<file path="config.mk">
export PLATFORM = sky130hd
export DESIGN_NAME = multiplexed_echo_timer
export DESIGN_NICKNAME = d
export VERILOG_FILES = /design/src/hw/rtl/met_pkg.sv /design/src/hw/rtl/met_core.sv /design/src/hw/rtl/multiplexed_echo_timer.sv
export SDC_FILE = /design/constraint.sdc
export NUM_CORES = 1
export LEC_CHECK = 0
export BUFFER_PORTS_ARGS = -buffer_cell sky130_fd_sc_hd__buf_2
export CAP_MARGIN = 20
export CORE_ASPECT_RATIO = 0.5
export CORE_UTILIZATION = 54
export CTS_CLUSTER_SIZE = 40
export DETAILED_ROUTE_END_ITERATION = 10
export PLACE_DENSITY = 0.83
export SLEW_MARGIN = 20
export SYNTH_ARGS = -nofsm -noshare
export SYNTH_HDL_FRONTEND = slang
export SYNTH_HIERARCHICAL = 1
export SYNTH_SLANG_ARGS = --single-unit
export TNS_END_PERCENT = 50
</file>
<file path="constraint.sdc">
create_clock -name clk -period 3.16 [get_ports clk]
set_input_delay 0.158 -clock clk [delete_from_list [all_inputs] [get_ports clk]]
set_output_delay 0.158 -clock clk [all_outputs]
set_load 0.03 [all_outputs]
</file>
<file path="src/hw/rtl/met_pkg.sv">
// shared types and constants for the multiplexed echo timer
`timescale 1ns / 1ps

package met_pkg;

  localparam int unsigned CFG_IDX_W = 8;
  localparam int unsigned CFG_DATA_W = 8;

  localparam logic [CFG_IDX_W-1:0] REG_MAX_TICKS = 8'd0;
  localparam logic [CFG_IDX_W-1:0] REG_ECHO_WAIT_LIMIT = 8'd1;

  localparam logic [7:0] MAX_TICKS_RST = 8'd200;
  localparam logic [7:0] ECHO_WAIT_LIMIT_RST = 8'd10;

  localparam logic FUNC_TASK = 1'b0;
  localparam logic FUNC_TICK = 1'b1;

  localparam logic [1:0] KIND_ECHO_END = 2'd0;
  localparam logic [1:0] KIND_SATURATED = 2'd1;
  localparam logic [1:0] KIND_NO_ECHO = 2'd2;

  localparam logic [7:0] NO_ECHO_CODE = 8'hff;

  typedef struct packed {
    logic       func;
    logic       echo_level;
    logic [1:0] query_sensor;
  } item_t;

  typedef struct packed {
    logic [3:0] trigger_levels;
    logic       measuring;
    logic       done_res;
    logic [1:0] done_sensor;
    logic [7:0] done_time;
    logic [1:0] done_kind;
    logic [7:0] queried_time;
  } result_t;

endpackage

</file>
<file path="src/hw/rtl/met_core.sv">
// measurement state and per-beat update for the echo timer
`timescale 1ns / 1ps

module met_core #(
  parameter int NUM_SENSORS = 4
) (
  input  logic            clk,
  input  logic            rst,
  input  logic            step,
  input  met_pkg::item_t  item,
  input  logic [7:0]      max_ticks,
  input  logic [7:0]      echo_wait_limit,
  output met_pkg::result_t res
);
  import met_pkg::*;

  localparam logic [2:0] NS = 3'(NUM_SENSORS);

  logic [1:0] sensor_select, sensor_select_next;
  logic       in_progress, in_progress_next;
  logic       echo_seen, echo_seen_next;
  logic [7:0] tick_count, tick_count_next;
  logic [7:0] wait_count, wait_count_next;
  logic [3:0] trigger_state, trigger_state_next;
  logic [7:0] readings [4];
  logic [7:0] readings_next [4];

  logic [1:0] cur;
  logic [1:0] sel_adv;
  logic [3:0] bit_cur;
  logic [3:0] bit_adv;
  logic       done;
  logic [1:0] d_sensor;
  logic [7:0] d_time;
  logic [1:0] d_kind;

  assign cur = ({1'b0, sensor_select} >= NS) ? 2'd0 : sensor_select;
  assign sel_adv = (({1'b0, cur} + 3'd1) < NS) ? (cur + 2'd1) : 2'd0;
  assign bit_cur = 4'(4'b0001 << cur);
  assign bit_adv = 4'(4'b0001 << sel_adv);

  always_comb begin
    sensor_select_next = cur;
    in_progress_next = in_progress;
    echo_seen_next = echo_seen;
    tick_count_next = tick_count;
    wait_count_next = wait_count;
    trigger_state_next = trigger_state;
    readings_next = readings;
    done = 1'b0;
    d_sensor = 2'd0;
    d_time = 8'd0;
    d_kind = KIND_ECHO_END;
    if (item.func == FUNC_TASK) begin
      if (!in_progress) begin
        trigger_state_next = trigger_state & ~bit_cur;
        tick_count_next = 8'd0;
        wait_count_next = 8'd0;
        in_progress_next = 1'b1;
      end else begin
        trigger_state_next = trigger_state | bit_cur;
      end
    end else if (in_progress) begin
      if (echo_seen) begin
        if (item.echo_level) begin
          tick_count_next = tick_count + 8'd1;
          if (tick_count_next >= max_ticks) begin
            readings_next[cur] = max_ticks;
            done = 1'b1;
            d_sensor = cur;
            d_time = max_ticks;
            d_kind = KIND_SATURATED;
            in_progress_next = 1'b0;
            echo_seen_next = 1'b0;
            sensor_select_next = sel_adv;
          end
        end else begin
          readings_next[cur] = tick_count;
          done = 1'b1;
          d_sensor = cur;
          d_time = tick_count;
          d_kind = KIND_ECHO_END;
          in_progress_next = 1'b0;
          echo_seen_next = 1'b0;
          sensor_select_next = sel_adv;
          trigger_state_next = trigger_state | bit_adv;
        end
      end else if (item.echo_level) begin
        echo_seen_next = 1'b1;
      end else if (wait_count >= echo_wait_limit) begin
        readings_next[cur] = NO_ECHO_CODE;
        done = 1'b1;
        d_sensor = cur;
        d_time = NO_ECHO_CODE;
        d_kind = KIND_NO_ECHO;
        in_progress_next = 1'b0;
        echo_seen_next = 1'b0;
        trigger_state_next = trigger_state | bit_cur;
        sensor_select_next = sel_adv;
      end else begin
        wait_count_next = wait_count + 8'd1;
      end
    end
  end

  always_comb begin
    res.trigger_levels = trigger_state_next;
    res.measuring = in_progress_next;
    res.done_res = done;
    res.done_sensor = d_sensor;
    res.done_time = d_time;
    res.done_kind = d_kind;
    res.queried_time = readings_next[item.query_sensor];
  end

  always_ff @(posedge clk) begin
    if (rst) begin
      sensor_select <= 2'd0;
      in_progress <= 1'b0;
      echo_seen <= 1'b0;
      tick_count <= 8'd0;
      wait_count <= 8'd0;
      trigger_state <= 4'hf;
      for (int i = 0; i < 4; i++) begin
        readings[i] <= 8'd0;
      end
    end else if (step) begin
      sensor_select <= sensor_select_next;
      in_progress <= in_progress_next;
      echo_seen <= echo_seen_next;
      tick_count <= tick_count_next;
      wait_count <= wait_count_next;
      trigger_state <= trigger_state_next;
      readings <= readings_next;
    end
  end

endmodule

</file>
<file path="src/hw/rtl/multiplexed_echo_timer.sv">
// top level of the round-robin ultrasonic echo timer
// an accepted beat is held in the input register, its result in the output register
// throughput: one beat per cycle while unstalled, set by the met_core state update
// a stalled output holds its beat while the input register keeps one more
// reset: synchronous, clears measurement state and readings, triggers high,
// registers back to max_ticks 200 and echo_wait_limit 10
`timescale 1ns / 1ps

module multiplexed_echo_timer #(
  parameter int NUM_SENSORS = 4
) (
  input  logic                            clk,
  input  logic                            rst,
  input  logic                            s_tvalid,
  output logic                            s_tready,
  input  logic [7:0]                      s_tdata,   // echo_level, query_sensor[1:0]
  input  logic [0:0]                      s_tuser,   // func
  output logic                            m_tvalid,
  input  logic                            m_tready,
  output logic [23:0]                     m_tdata,   // trigger_levels[3:0], measuring,
                                                     // done_sensor[1:0], done_time[7:0],
                                                     // queried_time[7:0]
  output logic [2:0]                      m_tuser,   // done_res, done_kind[1:0]
  input  logic                            cfg_valid,
  output logic                            cfg_ready,
  input  logic [met_pkg::CFG_IDX_W-1:0]   cfg_index,
  input  logic [met_pkg::CFG_DATA_W-1:0]  cfg_data
);
  import met_pkg::*;

  logic       in_valid;
  item_t      in_item;
  logic       out_valid;
  result_t    out_res;
  result_t    core_res;
  logic       advance;
  logic [7:0] max_ticks;
  logic [7:0] echo_wait_limit;

  assign advance = in_valid && (!out_valid || m_tready);
  assign s_tready = !in_valid || advance;
  assign cfg_ready = 1'b1;

  always_ff @(posedge clk) begin
    if (rst) begin
      max_ticks <= MAX_TICKS_RST;
      echo_wait_limit <= ECHO_WAIT_LIMIT_RST;
    end else if (cfg_valid && cfg_ready) begin
      unique case (cfg_index)
        REG_MAX_TICKS: max_ticks <= cfg_data;
        REG_ECHO_WAIT_LIMIT: echo_wait_limit <= cfg_data;
        default: ;
      endcase
    end
  end

  always_ff @(posedge clk) begin
    if (rst) begin
      in_valid <= 1'b0;
    end else if (s_tready) begin
      in_valid <= s_tvalid;
    end
  end

  always_ff @(posedge clk) begin
    if (s_tvalid && s_tready) begin
      in_item.func <= s_tuser[0];
      in_item.echo_level <= s_tdata[0];
      in_item.query_sensor <= s_tdata[2:1];
    end
  end

  met_core #(
    .NUM_SENSORS(NUM_SENSORS)
  ) u_core (
    .clk(clk),
    .rst(rst),
    .step(advance),
    .item(in_item),
    .max_ticks(max_ticks),
    .echo_wait_limit(echo_wait_limit),
    .res(core_res)
  );

  always_ff @(posedge clk) begin
    if (rst) begin
      out_valid <= 1'b0;
    end else if (advance) begin
      out_valid <= 1'b1;
    end else if (m_tready) begin
      out_valid <= 1'b0;
    end
  end

  always_ff @(posedge clk) begin
    if (advance) begin
      out_res <= core_res;
    end
  end

  assign m_tvalid = out_valid;
  assign m_tdata = {1'b0, out_res.queried_time, out_res.done_time, out_res.done_sensor,
                    out_res.measuring, out_res.trigger_levels};
  assign m_tuser = {out_res.done_kind, out_res.done_res};

endmodule

</file>
==> impl_metrics.py, run 1 <==
metrics = {
    "run_status": {
        "outcome": "finished clean",
    },
    "floorplan": {
        "design.core.area_um2": 10500,
        "die_height_um": 76.5,
        "pin_count": 60,
        "chipWidth_um": 151,
        "initial_utilization": 0.572,
        "rows": 26,
        "die_area_um2": 11500,
    },
    "layout": {
        "drive_gt1_frac": 0.194,
        "antennaDiodeCount": 0,
        "syn2layout_area_growth_pct": 15.3,
        "nNetsFinal": 809,
        "final_cells": 902,
    },
    "grt": {
        "grt_pass1_wl_um": 26800,
        "first_global_vias": 5088,
        "track_usage": 0.300,
        "grt_start_max_net_pins": 59,
        "grt_antenna_before_repair": 0,
        "overflow": 0,
    },
    "timing": {
        "max_slew_margin": 0.271,
        "clock.fmax_mhz": 324,
        "final_max_slew_viol_count": 0,
        "setup_tns_ps": 0,
        "fin_worst_skew_ps": 6.88,
        "period_minus_slack_ps": 3090,
        "period_share": 0.977,
        "worst_slew_pin_slew_ps": 1090,
        "hold_viol": 0,
        "setup_violations": 0,
    },
    "logic_synthesis": {
        "synth.top_cell.area_share": 0.247,
        "synth_edf_count": 30,
        "synthTopCellsByCount": "74 x dfxtp_1, 64 x nor2_1, 59 x nand2_1, 54 x a21oi_1, 41 x clkbuf_1",
        "synthesis.area_um2": 5990,
        "yosysTopAreaCell": "dfxtp_1",
        "ys_warn_count": 6,
        "synth_cells": 695,
        "ys_async_sr_fraction": 0,
        "netlist_top_cells_area": "dfxtp_1 25%, edfxtp_1 15%, ha_1 4.6%, a21oi_1 4.5%, nor2_1 4.0%",
        "yosysMostFrequentCell": "dfxtp_1",
        "avgSynthCellArea_um2": 8.61,
        "ys.flop_type": "dfxtp_1",
        "synth.yosys.seq_area_share": 0.398,
        "synth_cell_types": 73,
        "ys_ff_latch": 104,
        "syn_nets": 747,
    },
    "power_and_ir_drop": {
        "p_leak_nw": 2.69,
        "ir_drop_mv": 0.241,
        "total_power_w": 0.00269,
        "power.density_nw_per_um2": 389,
    },
    "placement": {
        "gp_congestion": 0.929,
        "dp_cells": 875,
        "dp_hpwl_um": 11700,
        "numPortBuffers": 52,
    },
    "critical_path": {
        "critPathBufInv": 1,
        "crit_chain": "ha_1 -> nand3_1 -> nor2_1 -> xor2_1 -> ha_1 -> nand2_1 -> o21a_1 -> o31ai_4 -> buf_4 -> a31o_2 -> and3_1 -> a211o_1 -> nand4_1",
        "arrival_ps": 3300,
        "critPathTopFamily": "compound AO/OA/AOI/OAI gates",
        "critPathLaunchType": "flop",
        "crit_slowest_cell": "dfxtp_4",
        "crit_required_ps": 3380,
        "critPathMaxFanout": 5,
        "setup.worst_path.class": "flop to flop",
        "critPathCaptureType": "flop",
        "cpMostUsedCell": "ha_1",
        "slowest_delay_ps": 360,
    },
    "route": {
        "ant_nets": 0,
        "drtPass1Iterations": 6,
        "vias_per_cell": 6.45,
        "wirelength_um": 17100,
        "drcViolationCount": 0,
        "num_vias": 5816,
        "first_iter_violations": 756,
        "avgRoutedWirePerCell_um": 18.9,
    },
    "cts": {
        "cts.sinks": 104,
        "worstSkewPairLatency_ps": 350,
        "cts_tree": "built",
        "clkSlewWorstSetupHoldPaths_ps": 70,
        "clock_path_buffers": 2,
        "root_buffer": "clkbuf_16",
        "numCtsBuffers": 9,
        "htree_levels": 3,
    },
    "flow_run": {
        "drv_cap": 0,
    },
    "hold_path": {
        "hold_class": "input pin to flop",
    },
}
==> tightest hold or removal path: stages <==
cell,delay [ps]
buf_2,100
inv_1,60
a21oi_1,60
==> power breakdown <==
part | switching (W) | internal, W | leakage (nW)
clock | 0.000491 | 0.000553 | 0.137
sequential | 0.0000181 | 0.00139 | 0.880
combinational | 0.000161 | 0.0000751 | 1.68
==> worst paths after layout <==
check	cells past startpoint	startpoint	to	slack, ps
max reg2reg	13	u_core/tick_count[0]	m_tdata[16]	70
min reg2reg	2	u_core/readings[12]	u_core/readings[12]	470
min	3	s_tvalid	in_valid	70
max	13	u_core/tick_count[0]	m_tdata[16]	70
==> area by class of cell <==
type | instances | area (um2)
fill | 866 | 3570
tap | 140 | 175
clock buffer | 12 | 246
timing repair buffer | 105 | 668
inverter | 43 | 161
sequential | 104 | 2390
multi-input combinational | 494 | 3240
clock inverter | 4 | 21.3
==> metal layers <==
metal | vias up | part of all wire | GRT usage
met5 | - | 0 | 0
li1 | 2678 | - | -
met3 | 61 | 0.10 | 0.0719
met4 | 0 | 0.030 | 0.110
met1 | 2722 | 0.43 | 0.422
met2 | 355 | 0.44 | 0.443
==> state kept, by name (all words and copies together) (netlist names), 2 cells and up <==
| name | cells |
|---|---|
| u_core/readings | 32 |
| m_tdata | 23 |
| echo_wait_limit | 8 |
| max_ticks | 8 |
| u_core/tick_count | 8 |
| u_core/wait_count | 8 |
| in_item | 4 |
| u_core/trigger_state | 4 |
| m_tuser | 3 |
| u_core/cur | 2 |
==> stage by stage <==
| stage | cell area [um2] | hold WS [ps] | setup WS, ps | utilization |
|---|---|---|---|---|
| 2_1_floorplan | 5990 | 257 | 62.0 | - |
| 3_3_place_gp | 6500 | 335 | 72.1 | 0.621 |
| 3_5_place_dp | 6500 | 336 | 51.6 | 0.621 |
| 4_1_cts | 6830 | 75.3 | 12.9 | 0.652 |
| 5_1_grt | 6900 | 85.6 | -18.4 | 0.659 |
| 6_report | 6900 | 73.9 | 71.8 | 0.659 |
==> kinds of logic after synthesis <==
family,after synthesis,share of synthesized area
AO/OA/AOI/OAI,210,0.247
XOR/XNOR,11,0.0161
adder cells (fa/ha/maj),22,0.0460
buffers and inverters,97,0.0673
flip-flops,104,0.398
multiplexers,17,0.0284
other,2,0.00125
AND/OR/NAND/NOR,232,0.196
==> cells in the final DEF (no fill, tap or decap), types with 3 or more instances in the layout <==
master,instances
buf_4,49
a31o_2,6
o21ai_0,20
a22o_1,4
nor2_1,64
a221oi_1,13
o21a_1,3
nand2_1,59
dfxtp_1,71
a31oi_1,17
clkbuf_16,9
xor2_1,8
xnor2_1,3
nand3_1,25
o22ai_1,4
inv_1,40
clkinv_2,3
a21oi_1,53
a21o_1,5
ha_1,22
a311oi_1,4
o311ai_0,3
mux2i_1,17
o221a_2,3
o31a_1,3
nor2b_1,6
a22oi_1,7
nor3_1,7
o31ai_1,8
o211ai_1,16
edfxtp_1,30
a21boi_0,4
nand2b_1,13
and3_1,17
o221ai_1,3
buf_2,52
dlygate4sd3_1,4
nand4_1,13
a211oi_1,9
and2_1,6
==> repair_timing <==
item | CTS | global route
resized for setup | 0 | 9
hold buffers | 4 | 0
buffers inserted | 2 | 5
setup endpoints to repair | 3 | 25
cloned | 0 | 0
pin swaps | 2 | 9
hold endpoints to repair | 4 | 0
Power figures use the tool's default switching activity.
==> run 2, diff against run 1 <==
ABC_AREA = 1   (was default)
CORE_UTILIZATION = 55   (was 54)
==> run 2 against run 1 <==
  * Hold slack got worse by 6.7 ps
  * Wire length increased by 31%
  * Highest routed layer unchanged
  * Critical path depth increased by 7
  * Synthesized cell count increased by 62%
  * Clock-buffer cell count decreased by 3
  * Sequential power about the same
  * Utilization decreased by 2.6 points
  * Combinational power increased by 48%
==> impl_metrics.py, run 2 <==
metrics = {
    "timing": {
        "hold_viol": 0,
        "fin_worst_skew_ps": 12.5,
        "timing.final.ws_setup_ps": 130,
        "clock.fmax_mhz": 330,
        "period_share": 0.959,
        "period_minus_slack_ps": 3030,
        "max_slew_margin": 0.355,
        "whs_ps": 67.2,
        "worst_slew_pin_slew_ps": 966,
        "final_max_slew_viol_count": 0,
        "setup_violations": 0,
    },
    "logic_synthesis": {
        "ys_async_sr_fraction": 0,
        "ys_warn_count": 6,
        "yosysMostFrequentCell": "nand2_1",
        "synth.yosys.seq_area_share": 0.328,
        "synth_cells": 1123,
        "syn_nets": 1175,
        "synth.top_cell.area_share": 0.204,
        "avgSynthCellArea_um2": 6.46,
        "netlist_top_cells_area": "dfxtp_1 20%, nand2_1 17%, edfxtp_1 12%, nand3_1 10%, a21oi_1 8.2%",
        "ys_ff_latch": 104,
        "ys.flop_type": "dfxtp_1",
        "synthTopCellsByCount": "319 x nand2_1, 152 x nand3_1, 119 x a21oi_1, 110 x inv_1, 74 x dfxtp_1",
        "synthesis.area_um2": 7260,
        "yosysTopAreaCell": "dfxtp_1",
        "synth_edf_count": 30,
        "synth_cell_types": 40,
    },
    "layout": {
        "top_register": "u_core/readings",
        "drive_gt1_frac": 0.121,
        "regArea_um2": 2380,
        "final_cell_mix": "319 x nand2_1, 152 x nand3_1, 117 x a21oi_1",
        "nFillCells": 1163,
        "syn2layout_area_growth_pct": 11.3,
        "final_common_cell": "nand2_1",
        "multi_input_area_um2": 4120,
        "largest_register_ffs": 32,
        "nNetsFinal": 1212,
        "antennaDiodeCount": 0,
    },
    "critical_path": {
        "arrival_ps": 3120,
        "critPathTopFamily": "simple AND/OR/NAND/NOR gates",
        "crit_chain": "inv_1 -> nor2_2 -> nand3_1 -> buf_4 -> xor2_1 -> inv_1 -> ha_1 -> a21oi_2 -> nor2_1 -> nor2_4 -> nand2_8 -> buf_4 -> nand3_1 -> nand2_1 -> nand2_1 -> nand3_1 -> nand2_1 -> nand3_1 -> nand3_1 -> nand2_1",
        "critPathMaxFanout": 11,
        "critPathLaunchType": "flop",
        "ff2ff_setup_slack_ps": 130,
        "setup.worst_path.class": "flop to flop",
        "slowest_delay_ps": 360,
        "crit_required_ps": 3250,
        "cpMostUsedCell": "nand3_1",
        "crit_slowest_cell": "dfxtp_2",
        "critPathCaptureType": "flop",
        "critPathBufInv": 4,
    },
    "cts": {
        "cts_tree": "built",
        "numCtsBuffers": 9,
        "root_buffer": "clkbuf_16",
        "cts.sinks": 104,
        "clock_path_buffers": 2,
        "clkSlewWorstSetupHoldPaths_ps": 80,
        "worstSkewPairLatency_ps": 360,
        "htree_levels": 3,
    },
    "placement": {
        "gp_congestion": 1.02,
        "numPortBuffers": 52,
        "pre_cts_ws_ps": 114,
        "dp_hpwl_um": 14800,
    },
    "grt": {
        "grt_start_max_net_pins": 69,
        "grt_antenna_before_repair": 0,
        "grt_pass1_wl_um": 35000,
        "overflow": 0,
        "track_usage": 0.326,
        "first_global_vias": 7135,
    },
    "run_status": {
        "outcome": "finished clean",
    },
    "route": {
        "avgRoutedWirePerCell_um": 16.8,
        "wirelength_um": 22400,
        "ant_nets": 0,
        "num_vias": 8091,
        "drcViolationCount": 0,
        "vias_per_cell": 6.06,
        "first_iter_violations": 1227,
        "drtPass1Iterations": 8,
    },
    "hold_path": {
        "hold_class": "input pin to flop",
    },
    "floorplan": {
        "die_height_um": 83.2,
        "initial_utilization": 0.568,
        "rows": 29,
        "pin_count": 60,
        "die_area_um2": 13700,
        "chipWidth_um": 164,
        "design.core.area_um2": 12800,
    },
    "power_and_ir_drop": {
        "power.density_nw_per_um2": 358,
        "total_power_w": 0.00289,
        "ir_drop_mv": 0.237,
        "p_leak_nw": 3.68,
    },
    "flow_run": {
        "drv_cap": 0,
    },
}
-- run 2: cell count changes after synthesis, sizes merged, moves of 12 or more --
cell	delta
nand2	+268
nand3	+128
inv	+74
a21oi	+66
buf	+33
o21ai	+22
and3	-17
mux2i	-17
clkbuf	-15
nand2b	-15
nand4	+15
a31oi	-13
a221oi	-12
-- run 2: layout make-up --
type	instances	area share
Timing Repair Buffer	97	0.0768
Inverter	119	0.0556
Tap cell	170	0.0263
Clock inverter	7	0.00774
Multi-Input combinational cell	829	0.510
Sequential cell	104	0.295
Clock buffer	9	0.0279
-- run 2: kinds of logic after synthesis --
| family | after synthesis | synth area share |
|---|---|---|
| AO/OA/AOI/OAI | 204 | 0.155 |
| XOR/XNOR | 9 | 0.0109 |
| AND/OR/NAND/NOR | 591 | 0.355 |
| buffers and inverters | 191 | 0.112 |
| other | 2 | 0.00104 |
| flip-flops | 104 | 0.328 |
| adder cells (fa/ha/maj) | 22 | 0.0379 |
-- run 2: repair_timing --
action                                  4_1_cts  5_1_grt
endpoints found under the setup margin        0       20
endpoints found under the hold margin         4        0
hold buffers                                  4        0
resized for setup                             0       10
buffers inserted                              0        6
-- run 2: routing by layer --
metal  vias up  track usage  wire length, um
met3        97       0.0724             2810
met1      3638        0.447             9300
met2       562        0.489             9430
li1       3794            -                -
met5         -            0                0
met4         0        0.145              834
-- run 2: stage by stage --
stage | TNS [ps] | area, um2 | utilization | cells
after floorplan | 0 | 7260 | - | 1123
after global placement | 0 | 7650 | 0.599 | 1308
after detailed placement | 0 | 7650 | 0.599 | 1308
after CTS | 0 | 7980 | 0.625 | 1328
after global routing | -124 | 8080 | 0.633 | 1335
final | 0 | 8080 | 0.633 | 1335
-- run 2: final timing paths --
check / depth (start not counted) / startpoint / to
setup / recovery: 20 / u_core/tick_count[0] / m_tdata[17]
setup reg to reg: 20 / u_core/tick_count[0] / m_tdata[17]
hold / removal: 3 / cfg_data[6] / max_ticks[6]
hold reg to reg: 2 / echo_wait_limit[3] / echo_wait_limit[3]
-- run 2: worst min-delay path: stages --
cell     delay [ps]
buf_2            90
nand3_1          70
nand3_1          70
-- run 2: report_power, final --
| group | total [W] | switching [W] | internal (W) |
|---|---|---|---|
| registers | 0.00143 | 0.0000236 | 0.00141 |
| logic | 0.000349 | 0.000254 | 0.0000952 |
| clock network | 0.00111 | 0.000562 | 0.000552 |
| total | 0.00289 | 0.000839 | 0.00206 |
